<file path="src/rtl/lkdq_pkg.sv">
package lkdq_pkg;

    localparam int POOL_DEPTH_DEF = 64;
    localparam int LEN_W          = 7;

    localparam logic [2:0] OP_PUSH_BACK  = 3'd0;
    localparam logic [2:0] OP_POP_BACK   = 3'd1;
    localparam logic [2:0] OP_PUSH_FRONT = 3'd2;
    localparam logic [2:0] OP_POP_FRONT  = 3'd3;
    localparam logic [2:0] OP_INS_AFTER  = 3'd4;
    localparam logic [2:0] OP_INS_BEFORE = 3'd5;

    typedef enum logic [1:0] {
        ST_OK        = 2'd0,
        ST_EMPTY     = 2'd1,
        ST_FULL      = 2'd2,
        ST_NOT_FOUND = 2'd3
    } t_status;

    typedef enum logic [3:0] {
        S_IDLE,
        S_DECODE,
        S_SEARCH_RD,
        S_SEARCH_CMP,
        S_ALLOC,
        S_LINK,
        S_POP_FIX,
        S_RESP
    } t_state;

    typedef enum logic [3:0] {
        CMD_NONE,
        CMD_CAPTURE,
        CMD_PUSH_SETUP,
        CMD_POP_RD,
        CMD_POP_FIX,
        CMD_SEARCH_INIT,
        CMD_SEARCH_RD,
        CMD_SEARCH_HIT,
        CMD_SEARCH_NEXT,
        CMD_ALLOC,
        CMD_LINK,
        CMD_FAIL,
        CMD_LOAD_OUT
    } t_cmd;

    typedef struct packed {
        t_cmd    cmd;
        t_status st;
    } t_dp_ctrl;

    typedef struct packed {
        logic [2:0] op;
        logic       end_nil;
        logic       p_nil;
        logic       match;
        logic       full;
        logic       out_free;
    } t_dp_stat;

endpackage

</file>
<file path="src/rtl/lkdq_ctrl.sv">
module lkdq_ctrl (
    input  logic               i_clk,
    input  logic               i_rst_n,
    input  logic               i_valid,
    output logic               o_ready,
    input  lkdq_pkg::t_dp_stat i_stat,
    output lkdq_pkg::t_dp_ctrl o_ctrl
);

    lkdq_pkg::t_state r_state, n_state;

    always_ff @(posedge i_clk) begin
        if (!i_rst_n) begin
            r_state <= lkdq_pkg::S_IDLE;
        end else begin
            r_state <= n_state;
        end
    end

    always_comb begin
        n_state     = r_state;
        o_ready     = 1'b0;
        o_ctrl.cmd  = lkdq_pkg::CMD_NONE;
        o_ctrl.st   = lkdq_pkg::ST_OK;
        case (r_state)
            lkdq_pkg::S_IDLE: begin
                o_ready = 1'b1;
                if (i_valid) begin
                    o_ctrl.cmd = lkdq_pkg::CMD_CAPTURE;
                    n_state    = lkdq_pkg::S_DECODE;
                end
            end
            lkdq_pkg::S_DECODE: begin
                case (i_stat.op)
                    lkdq_pkg::OP_PUSH_BACK, lkdq_pkg::OP_PUSH_FRONT: begin
                        o_ctrl.cmd = lkdq_pkg::CMD_PUSH_SETUP;
                        n_state    = lkdq_pkg::S_ALLOC;
                    end
                    lkdq_pkg::OP_POP_BACK, lkdq_pkg::OP_POP_FRONT: begin
                        if (i_stat.end_nil) begin
                            o_ctrl.cmd = lkdq_pkg::CMD_FAIL;
                            o_ctrl.st  = lkdq_pkg::ST_EMPTY;
                            n_state    = lkdq_pkg::S_RESP;
                        end else begin
                            o_ctrl.cmd = lkdq_pkg::CMD_POP_RD;
                            n_state    = lkdq_pkg::S_POP_FIX;
                        end
                    end
                    lkdq_pkg::OP_INS_AFTER, lkdq_pkg::OP_INS_BEFORE: begin
                        o_ctrl.cmd = lkdq_pkg::CMD_SEARCH_INIT;
                        n_state    = lkdq_pkg::S_SEARCH_RD;
                    end
                    default: begin
                        n_state = lkdq_pkg::S_RESP;
                    end
                endcase
            end
            lkdq_pkg::S_SEARCH_RD: begin
                if (i_stat.p_nil) begin
                    o_ctrl.cmd = lkdq_pkg::CMD_FAIL;
                    o_ctrl.st  = lkdq_pkg::ST_NOT_FOUND;
                    n_state    = lkdq_pkg::S_RESP;
                end else begin
                    o_ctrl.cmd = lkdq_pkg::CMD_SEARCH_RD;
                    n_state    = lkdq_pkg::S_SEARCH_CMP;
                end
            end
            lkdq_pkg::S_SEARCH_CMP: begin
                if (i_stat.match) begin
                    o_ctrl.cmd = lkdq_pkg::CMD_SEARCH_HIT;
                    n_state    = lkdq_pkg::S_ALLOC;
                end else begin
                    o_ctrl.cmd = lkdq_pkg::CMD_SEARCH_NEXT;
                    n_state    = lkdq_pkg::S_SEARCH_RD;
                end
            end
            lkdq_pkg::S_ALLOC: begin
                if (i_stat.full) begin
                    o_ctrl.cmd = lkdq_pkg::CMD_FAIL;
                    o_ctrl.st  = lkdq_pkg::ST_FULL;
                    n_state    = lkdq_pkg::S_RESP;
                end else begin
                    o_ctrl.cmd = lkdq_pkg::CMD_ALLOC;
                    n_state    = lkdq_pkg::S_LINK;
                end
            end
            lkdq_pkg::S_LINK: begin
                o_ctrl.cmd = lkdq_pkg::CMD_LINK;
                n_state    = lkdq_pkg::S_RESP;
            end
            lkdq_pkg::S_POP_FIX: begin
                o_ctrl.cmd = lkdq_pkg::CMD_POP_FIX;
                n_state    = lkdq_pkg::S_RESP;
            end
            lkdq_pkg::S_RESP: begin
                if (i_stat.out_free) begin
                    o_ctrl.cmd = lkdq_pkg::CMD_LOAD_OUT;
                    n_state    = lkdq_pkg::S_IDLE;
                end
            end
            default: begin
                n_state = lkdq_pkg::S_IDLE;
            end
        endcase
    end

endmodule

</file>
<file path="src/rtl/lkdq_dp.sv">
module lkdq_dp #(
    parameter int POOL_DEPTH = lkdq_pkg::POOL_DEPTH_DEF
) (
    input  logic                             i_clk,
    input  logic                             i_rst_n,
    input  logic [2:0]                       i_operation,
    input  logic [7:0]                       i_new_value,
    input  logic [7:0]                       i_search_key,
    input  logic                             i_ready,
    output logic                             o_valid,
    output logic [7:0]                       o_removed_value,
    output logic [1:0]                       o_status,
    output logic [lkdq_pkg::LEN_W-1:0]       o_length,
    input  lkdq_pkg::t_dp_ctrl               i_ctrl,
    output lkdq_pkg::t_dp_stat               o_stat
);

    localparam int LW = $clog2(POOL_DEPTH + 1);
    localparam int IW = $clog2(POOL_DEPTH);
    localparam logic [LW-1:0] NIL = LW'(POOL_DEPTH);

    // node pool
    logic [7:0]    value_mem [POOL_DEPTH];
    logic [LW-1:0] next_mem  [POOL_DEPTH];
    logic [LW-1:0] prev_mem  [POOL_DEPTH];

    logic [7:0]    r_val_rd;
    logic [LW-1:0] r_next_rd, r_prev_rd;

    logic [2:0]    r_op;
    logic [7:0]    r_val, r_key, r_removed;
    lkdq_pkg::t_status r_status;
    logic [LW-1:0] r_head, r_tail, r_free, r_fresh, r_count;
    logic [LW-1:0] r_a, r_b, r_n, r_p;
    logic          r_from_free;

    logic          r_o_valid;
    logic [7:0]    r_o_removed;
    logic [1:0]    r_o_status;
    logic [lkdq_pkg::LEN_W-1:0] r_o_length;

    logic          pop_back, free_ok;
    logic [LW-1:0] end_node, alloc_node;
    logic [LW+lkdq_pkg::LEN_W-1:0] count_ext;

    // read and write port controls
    logic [IW-1:0] val_ra, next_ra, prev_ra;
    logic          val_we, next_we, prev_we;
    logic [IW-1:0] val_wa, next_wa, prev_wa;
    logic [LW-1:0] next_wd, prev_wd;

    function automatic logic is_node(input logic [LW-1:0] x);
        return x < NIL;
    endfunction

    assign pop_back   = (r_op == lkdq_pkg::OP_POP_BACK);
    assign end_node   = pop_back ? r_tail : r_head;
    assign free_ok    = is_node(r_free);
    assign alloc_node = free_ok ? r_free : r_fresh;
    assign count_ext  = {{lkdq_pkg::LEN_W{1'b0}}, r_count};

    assign o_stat.op       = r_op;
    assign o_stat.end_nil  = !is_node(end_node);
    assign o_stat.p_nil    = !is_node(r_p);
    assign o_stat.match    = (r_val_rd == r_key);
    assign o_stat.full     = (r_count == NIL);
    assign o_stat.out_free = !r_o_valid || i_ready;

    always_comb begin
        val_ra  = r_p[IW-1:0];
        next_ra = r_p[IW-1:0];
        prev_ra = r_p[IW-1:0];
        val_we  = 1'b0;
        next_we = 1'b0;
        prev_we = 1'b0;
        val_wa  = alloc_node[IW-1:0];
        next_wa = alloc_node[IW-1:0];
        prev_wa = alloc_node[IW-1:0];
        next_wd = r_b;
        prev_wd = r_a;
        case (i_ctrl.cmd)
            lkdq_pkg::CMD_POP_RD: begin
                val_ra  = end_node[IW-1:0];
                next_ra = end_node[IW-1:0];
                prev_ra = end_node[IW-1:0];
                // retired node goes on top of the free chain
                next_we = 1'b1;
                next_wa = end_node[IW-1:0];
                next_wd = r_free;
            end
            lkdq_pkg::CMD_ALLOC: begin
                next_ra = r_free[IW-1:0];
                val_we  = 1'b1;
                next_we = 1'b1;
                prev_we = 1'b1;
            end
            lkdq_pkg::CMD_LINK: begin
                next_we = is_node(r_a);
                next_wa = r_a[IW-1:0];
                next_wd = r_n;
                prev_we = is_node(r_b);
                prev_wa = r_b[IW-1:0];
                prev_wd = r_n;
            end
            lkdq_pkg::CMD_POP_FIX: begin
                next_we = pop_back && is_node(r_prev_rd);
                next_wa = r_prev_rd[IW-1:0];
                next_wd = NIL;
                prev_we = !pop_back && is_node(r_next_rd);
                prev_wa = r_next_rd[IW-1:0];
                prev_wd = NIL;
            end
            default: begin
            end
        endcase
    end

    always_ff @(posedge i_clk) begin
        r_val_rd  <= value_mem[val_ra];
        r_next_rd <= next_mem[next_ra];
        r_prev_rd <= prev_mem[prev_ra];
        if (val_we) begin
            value_mem[val_wa] <= r_val;
        end
        if (next_we) begin
            next_mem[next_wa] <= next_wd;
        end
        if (prev_we) begin
            prev_mem[prev_wa] <= prev_wd;
        end
    end

    // payload and working registers
    always_ff @(posedge i_clk) begin
        case (i_ctrl.cmd)
            lkdq_pkg::CMD_CAPTURE: begin
                r_op      <= i_operation;
                r_val     <= i_new_value;
                r_key     <= i_search_key;
                r_removed <= 8'd0;
                r_status  <= lkdq_pkg::ST_OK;
            end
            lkdq_pkg::CMD_PUSH_SETUP: begin
                r_a <= (r_op == lkdq_pkg::OP_PUSH_BACK) ? r_tail : NIL;
                r_b <= (r_op == lkdq_pkg::OP_PUSH_BACK) ? NIL : r_head;
            end
            lkdq_pkg::CMD_SEARCH_INIT: r_p <= r_head;
            lkdq_pkg::CMD_SEARCH_NEXT: r_p <= r_next_rd;
            lkdq_pkg::CMD_SEARCH_HIT: begin
                r_a <= (r_op == lkdq_pkg::OP_INS_AFTER) ? r_p : r_prev_rd;
                r_b <= (r_op == lkdq_pkg::OP_INS_AFTER) ? r_next_rd : r_p;
            end
            lkdq_pkg::CMD_ALLOC: begin
                r_n         <= alloc_node;
                r_from_free <= free_ok;
            end
            lkdq_pkg::CMD_POP_FIX: r_removed <= r_val_rd;
            lkdq_pkg::CMD_FAIL:    r_status  <= i_ctrl.st;
            default: begin
            end
        endcase
        if (i_ctrl.cmd == lkdq_pkg::CMD_LOAD_OUT) begin
            r_o_removed <= r_removed;
            r_o_status  <= r_status;
            r_o_length  <= count_ext[lkdq_pkg::LEN_W-1:0];
        end
    end

    // list and pool control state
    always_ff @(posedge i_clk) begin
        if (!i_rst_n) begin
            r_head    <= NIL;
            r_tail    <= NIL;
            r_free    <= NIL;
            r_fresh   <= '0;
            r_count   <= '0;
            r_o_valid <= 1'b0;
        end else begin
            case (i_ctrl.cmd)
                lkdq_pkg::CMD_ALLOC: begin
                    // never-used nodes come from a fill counter
                    if (!free_ok) begin
                        r_fresh <= r_fresh + 1'b1;
                    end
                end
                lkdq_pkg::CMD_LINK: begin
                    if (r_from_free) begin
                        r_free <= r_next_rd;
                    end
                    if (!is_node(r_a)) begin
                        r_head <= r_n;
                    end
                    if (!is_node(r_b)) begin
                        r_tail <= r_n;
                    end
                    r_count <= r_count + 1'b1;
                end
                lkdq_pkg::CMD_POP_RD: begin
                    r_free  <= end_node;
                    r_count <= r_count - 1'b1;
                end
                lkdq_pkg::CMD_POP_FIX: begin
                    if (pop_back) begin
                        r_tail <= r_prev_rd;
                        if (!is_node(r_prev_rd)) begin
                            r_head <= NIL;
                        end
                    end else begin
                        r_head <= r_next_rd;
                        if (!is_node(r_next_rd)) begin
                            r_tail <= NIL;
                        end
                    end
                end
                default: begin
                end
            endcase
            if (i_ctrl.cmd == lkdq_pkg::CMD_LOAD_OUT) begin
                r_o_valid <= 1'b1;
            end else if (i_ready) begin
                r_o_valid <= 1'b0;
            end
        end
    end

    assign o_valid         = r_o_valid;
    assign o_removed_value = r_o_removed;
    assign o_status        = r_o_status;
    assign o_length        = r_o_length;

    a_count_range: assert property (@(posedge i_clk) disable iff (!i_rst_n)
        r_count <= NIL)
        else $error("entry count above pool depth");

    a_ends_agree: assert property (@(posedge i_clk) disable iff (!i_rst_n)
        (i_ctrl.cmd == lkdq_pkg::CMD_CAPTURE) |->
        (is_node(r_head) == is_node(r_tail)) && (is_node(r_head) == (r_count != '0)))
        else $error("head, tail and count disagree");

    a_fresh_bound: assert property (@(posedge i_clk) disable iff (!i_rst_n)
        (i_ctrl.cmd == lkdq_pkg::CMD_ALLOC) |-> is_node(alloc_node))
        else $error("allocation outside the pool");

    a_load_slot: assert property (@(posedge i_clk) disable iff (!i_rst_n)
        (i_ctrl.cmd == lkdq_pkg::CMD_LOAD_OUT) |=> r_o_valid)
        else $error("result register not loaded");

endmodule

</file>
<file path="src/rtl/linked_deque_with_insert_top.sv">
// Doubly linked deque of bytes in a fixed node pool.
// Request channel: i_valid / o_ready with i_operation, i_new_value,
// i_search_key. One request is one operation: push back/front, pop
// back/front, or insert after/before the first node holding the key.
// Result channel: o_valid / i_ready with o_removed_value, o_status
// (ok, empty, full, not found) and o_length; one result per request.
// Requests are handled one at a time by the controller sequencer; each
// pool memory has one registered read and one write port per cycle.
// Steps from accept to result: push runs decode, alloc, link; pop runs
// decode with the end-node read, then pop fix; ignored codes go from
// decode straight to the result; insert first walks the key search, a
// registered read of value/next then a compare per node, then alloc and
// link. A new request is taken in the cycle after the result is loaded.
// Reset: list empty, free chain empty, fill counter at zero; never-used
// nodes are handed out by the fill counter, so no clearing pass is needed.
// A stalled receiver holds the result register; the next request is
// still accepted and processed and waits only to load its result.
module linked_deque_with_insert_top #(
    parameter int POOL_DEPTH = lkdq_pkg::POOL_DEPTH_DEF
) (
    input  logic                       i_clk,
    input  logic                       i_rst_n,
    input  logic                       i_valid,
    output logic                       o_ready,
    input  logic [2:0]                 i_operation,
    input  logic [7:0]                 i_new_value,
    input  logic [7:0]                 i_search_key,
    output logic                       o_valid,
    input  logic                       i_ready,
    output logic [7:0]                 o_removed_value,
    output logic [1:0]                 o_status,
    output logic [lkdq_pkg::LEN_W-1:0] o_length
);

    lkdq_pkg::t_dp_ctrl ctrl;
    lkdq_pkg::t_dp_stat stat;

    lkdq_ctrl u_ctrl (
        .i_clk   (i_clk),
        .i_rst_n (i_rst_n),
        .i_valid (i_valid),
        .o_ready (o_ready),
        .i_stat  (stat),
        .o_ctrl  (ctrl)
    );

    lkdq_dp #(
        .POOL_DEPTH (POOL_DEPTH)
    ) u_dp (
        .i_clk           (i_clk),
        .i_rst_n         (i_rst_n),
        .i_operation     (i_operation),
        .i_new_value     (i_new_value),
        .i_search_key    (i_search_key),
        .i_ready         (i_ready),
        .o_valid         (o_valid),
        .o_removed_value (o_removed_value),
        .o_status        (o_status),
        .o_length        (o_length),
        .i_ctrl          (ctrl),
        .o_stat          (stat)
    );

endmodule
</file>
<file path="config.mk">
export PLATFORM = sky130hd
export DESIGN_NAME = linked_deque_with_insert_top
export DESIGN_NICKNAME = d
export VERILOG_FILES = /design/src/rtl/lkdq_pkg.sv /design/src/rtl/lkdq_ctrl.sv /design/src/rtl/lkdq_dp.sv /design/src/rtl/linked_deque_with_insert_top.sv
export SDC_FILE = /design/constraint.sdc
export NUM_CORES = 2
export LEC_CHECK = 0
export ABC_CLOCK_PERIOD_IN_PS = 7000
export BUFFER_PORTS_ARGS = -buffer_cell sky130_fd_sc_hd__buf_2
export CORE_ASPECT_RATIO = 0.8
export CORE_MARGIN = 1
export CORE_UTILIZATION = 50
export CTS_CLUSTER_DIAMETER = 50
export DETAILED_ROUTE_END_ITERATION = 10
export PLACE_DENSITY = 0.65
export REMOVE_ABC_BUFFERS = 1
export SETUP_SLACK_MARGIN = 0.3
export SYNTH_ARGS = -nofsm -noshare
export SYNTH_HDL_FRONTEND = slang
export SYNTH_HIERARCHICAL = 1
export SYNTH_SLANG_ARGS = --single-unit
</file>
<file path="constraint.sdc">
create_clock -name i_clk -period 7 [get_ports i_clk]
set_input_delay 1.4 -clock i_clk [delete_from_list [all_inputs] [get_ports i_clk]]
set_output_delay 1.4 -clock i_clk [all_outputs]
set_load 0.01 [all_outputs]
</file>
==> impl_results.rst <==
.. list-table::
   :header-rows: 1

   * - Metric
     - Value
   * - DP Cell Count
     - about 6000
   * - Number of fill cells
     - 9729
   * - Inserted Clock Buffers
     - 149
   * - Most frequently used flop master after synthesis
     - sky130_fd_sc_hd__edfxtp_1
   * - Routed vias
     - 38300
   * - Number of cells upsized or downsized after cts
     - 0
   * - Detail Route Antenna Nets
     - 0
   * - Routed wire length per instance
     - 25.9 µm
   * - Run status
     - complete, no violations
   * - TritonCTS Sinks
     - 1544
   * - Class of the tightest hold or removal check
     - reg2reg
   * - Fin Hold WS
     - between 400 and 500 ps
   * - Clock-pin slew on the worst setup and hold paths
     - roughly 60 ps
   * - Non-Filler Instances
     - 6284
   * - Routability congestion estimate
     - 0.926
   * - Clock latency reported for the late side of the worst-skew pair
     - 790 ps
   * - Kind of start point of the critical path
     - flip-flop
   * - Highest metal layer with signal wires
     - met5
   * - DIE WIDTH
     - between 300 and 400 µm
   * - Largest net degree at the start of global routing
     - 125
   * - Worst reg-to-reg path cell count
     - 16
   * - Average cell area after synthesis
     - roughly 14 µm²
   * - Fin. max-slew vios
     - 0
   * - Vias in the first global route
     - approximately 35000
   * - Launch point of the critical path
     - u_dp/r_count[3]$_SDFFE_PN0P_
   * - Layout cell share with drive strength beyond 1
     - 0.0990
   * - Netlist Area Pre-Place
     - 61900 µm²
   * - Clock tree from TritonCTS
     - yes
   * - Post-DR vias/cell
     - 6.10
   * - Minimum setup slack among reg-to-reg paths
     - 900 ps
   * - Final #Nets
     - 4556
   * - Share of the yosys chip area belonging to registers
     - 0.739
   * - Sum of routed wire segments on met1
     - 69500 µm
   * - Data arrival time at the worst-slack endpoint
     - 6820 ps
   * - Non-Filler Cell Area, Final
     - 68800 µm²
   * - Worst reg2reg path endpoint
     - u_dp/r_prev_rd[6]$_DFF_P_
   * - Max transition margin
     - 0.136
   * - Mapped Cells
     - between 4000 and 5000
   * - DRT Wirelength
     - around 160000 µm
   * - Share of the clock period used by the worst path after layout
     - 0.871
   * - Setup repair after global routing missed its margin
     - false
   * - Die height
     - 317 µm
   * - Met3 WL
     - 16300 µm
   * - Library cell with the highest instance count after synthesis
     - sky130_fd_sc_hd__edfxtp_1
   * - Layout overhead on the synthesized area
     - 11.2%
   * - Slew at the pin with the worst max-slew slack
     - 1280 ps
   * - Bufs on Longest Clock Path
     - 3
   * - Worst setup path class
     - reg2reg
   * - Worst setup path endpoint
     - u_dp/r_prev_rd[6]$_DFF_P_
   * - Total die area
     - ~130000 µm²
   * - Top cells by area, synth
     - sky130_fd_sc_hd__edfxtp_1 (72%), sky130_fd_sc_hd__nand2_1 (5.8%), sky130_fd_sc_hd__mux2i_1 (2.6%)
   * - DRC Markers
     - 0
   * - # hold bufs at CTS
     - 0
   * - Initial DRT Pass Iterations
     - 10
   * - Starting Density
     - 0.504
   * - Final setup vio count
     - 0
   * - Post-synth EDFFs
     - 1483
   * - Global-route wire length before repair
     - ~240000 µm
   * - Maximum clock frequency
     - 164 MHz
   * - Endpoint kind of the worst setup timing path
     - flip-flop
   * - Amount of wire on met2 after detailed routing
     - 72900 µm
   * - Site row count
     - 115
   * - Iteration-0 DRC Markers
     - 5220
   * - Ys Warns
     - 6
   * - Placement Cell Area
     - 64000 µm²
   * - Post-synthesis cell type with the largest combined area
     - sky130_fd_sc_hd__edfxtp_1
   * - Largest driver fanout on the critical path
     - 56
   * - Share of flip-flops with an asynchronous set or reset
     - 0
   * - Critical path data required time
     - 7720 ps
   * - Overall overflow remaining after global route
     - 0
   * - Clock skew
     - 48.5 ps
   * - Flip-flop and latch count after synthesis
     - 1544
   * - Post-CTS setup-driven buffer insertion count
     - 0
   * - Fin util
     - 0.560
   * - All-Layer GR Usage
     - 0.257
   * - Fraction of synthesized cell area taken by the top area cell type
     - 0.719
   * - Core ar.
     - 123000 µm²
   * - Min Tclk post-route
     - 6100 ps
   * - Yosys cell types
     - 75
   * - Maximum level of the CTS H-tree
     - 4
   * - Input/output buffers
     - 41
   * - Critical register-to-register path startpoint
     - u_dp/r_count[3]$_SDFFE_PN0P_
   * - Max-cap viol count
     - 0
   * - Final number of hold-violating endpoints
     - 0
   * - Buffer type at the clock tree root
     - sky130_fd_sc_hd__clkbuf_16
   * - HPWL after detailed placement
     - 101000 µm
   * - I/O pin count
     - 42
   * - Commonest cells post-synth
     - sky130_fd_sc_hd__edfxtp_1 (1483), sky130_fd_sc_hd__nand2_1 (962), sky130_fd_sc_hd__nor2_1 (339)
   * - Initial antenna violation count
     - 1
==> sequential cells by signal (all words and copies together), names as in the netlist, 8 cells and up <==
| register | count |
|---|---|
| u_dp/o_removed_value | 8 |
| u_dp/value_mem | 512 |
| u_dp/r_key | 8 |
| u_dp/prev_mem | 448 |
| u_dp/r_val | 8 |
| u_dp/r_val_rd | 8 |
| u_dp/next_mem | 448 |
| u_dp/r_removed | 8 |
==> per-stage QoR <==
step,setup slack (ps),TNS [ps]
2_1_floorplan,-9000,-153190
3_3_place_gp,954,0
3_5_place_dp,934,0
4_1_cts,923,0
5_1_grt,479,0
6_report,903,0
==> kinds of logic after synthesis <==
logic type,share of synthesized area
buffers and inverters,0.0206
and+or+nand+nor,0.127
muxes,0.0497
AOI/OAI and AO/OA,0.0595
DFF,0.739
adders and majority gates,0.00154
xor gates and xnor gates,0.00269
==> per-layer routing <==
layer	track usage	up-vias
li1	-	16800
met1	0.388	19200
met2	0.382	1991
met3	0.0470	270
met4	0.0723	2
met5	0	-
==> worst max-delay path: stages, from the launching register on <==
cell and delay (ps):
sky130_fd_sc_hd__dfxtp_1 340, sky130_fd_sc_hd__or4b_2 670, sky130_fd_sc_hd__nor4_1 420, sky130_fd_sc_hd__o21ai_0 180
sky130_fd_sc_hd__a211oi_2 240, sky130_fd_sc_hd__buf_4 250, sky130_fd_sc_hd__and4bb_2 640, sky130_fd_sc_hd__nor2_1 190
sky130_fd_sc_hd__a21oi_4 270, sky130_fd_sc_hd__buf_4 590, sky130_fd_sc_hd__buf_4 550, sky130_fd_sc_hd__nand2_1 120
sky130_fd_sc_hd__nand3_1 140, sky130_fd_sc_hd__nand4_1 130, sky130_fd_sc_hd__a2111oi_0 760, sky130_fd_sc_hd__o2111ai_1 330
sky130_fd_sc_hd__o21ai_0 140
==> worst min path at each step <==
| stage | from | end | depth (start not counted) | slack [ps] |
|---|---|---|---|---|
| 3_5_place_dp | u_dp/r_removed[1]$_SDFFCE_PP0P_ | u_dp/o_removed_value[1]$_DFFE_PP_ | 0 | 410 |
| 4_1_cts | u_dp/r_removed[1]$_SDFFCE_PP0P_ | u_dp/o_removed_value[1]$_DFFE_PP_ | 0 | 420 |
| 5_1_grt | u_dp/r_removed[1]$_SDFFCE_PP0P_ | u_dp/o_removed_value[1]$_DFFE_PP_ | 0 | 430 |
| 6_report | u_dp/r_removed[1]$_SDFFCE_PP0P_ | u_dp/o_removed_value[1]$_DFFE_PP_ | 0 | 420 |
| 2_1_floorplan | u_dp/r_removed[0]$_SDFFCE_PP0P_ | u_dp/o_removed_value[0]$_DFFE_PP_ | 0 | 400 |
| 3_3_place_gp | u_dp/r_removed[1]$_SDFFCE_PP0P_ | u_dp/o_removed_value[1]$_DFFE_PP_ | 0 | 400 |
==> layout make-up <==
cell class	instances	area, µm²	share of cell area
clock buffer	199	4020	0.0584
antenna	1	2.50	0.0000364
sequential	1544	45800	0.665
tap	1638	2050	0.0298
clock inverter	71	749	0.0109
timing repair buffer	146	1130	0.0164
multi-input combinational	2660	15000	0.218
inverter	25	93.8	0.00136
==> placed cells by master (no fill, tap or decap), types with 19 or more instances in the layout <==
cell	n
sky130_fd_sc_hd__edfxtp_1	1483
sky130_fd_sc_hd__nand2_1	961
sky130_fd_sc_hd__nor2_1	337
sky130_fd_sc_hd__nand3_1	279
sky130_fd_sc_hd__a21oi_1	206
sky130_fd_sc_hd__mux2i_1	160
sky130_fd_sc_hd__clkbuf_16	152
sky130_fd_sc_hd__buf_4	94
sky130_fd_sc_hd__o21ai_0	76
sky130_fd_sc_hd__o22ai_1	74
sky130_fd_sc_hd__dfxtp_1	61
sky130_fd_sc_hd__mux4_2	60
sky130_fd_sc_hd__nor4_1	45
sky130_fd_sc_hd__clkbuf_1	43
sky130_fd_sc_hd__buf_2	41
sky130_fd_sc_hd__nand4_1	34
sky130_fd_sc_hd__and3_1	32
sky130_fd_sc_hd__a2111oi_0	29
sky130_fd_sc_hd__o2111ai_1	28
sky130_fd_sc_hd__nor3_1	27
sky130_fd_sc_hd__and2_1	27
sky130_fd_sc_hd__clkinv_1	25
sky130_fd_sc_hd__a22oi_1	23
sky130_fd_sc_hd__or3_1	22
sky130_fd_sc_hd__a31oi_1	19
sky130_fd_sc_hd__nor2b_1	19
Power is left out: the tool's default activity adds up to more than one toggle a clock period on the data nets, which glitch-free logic cannot reach.
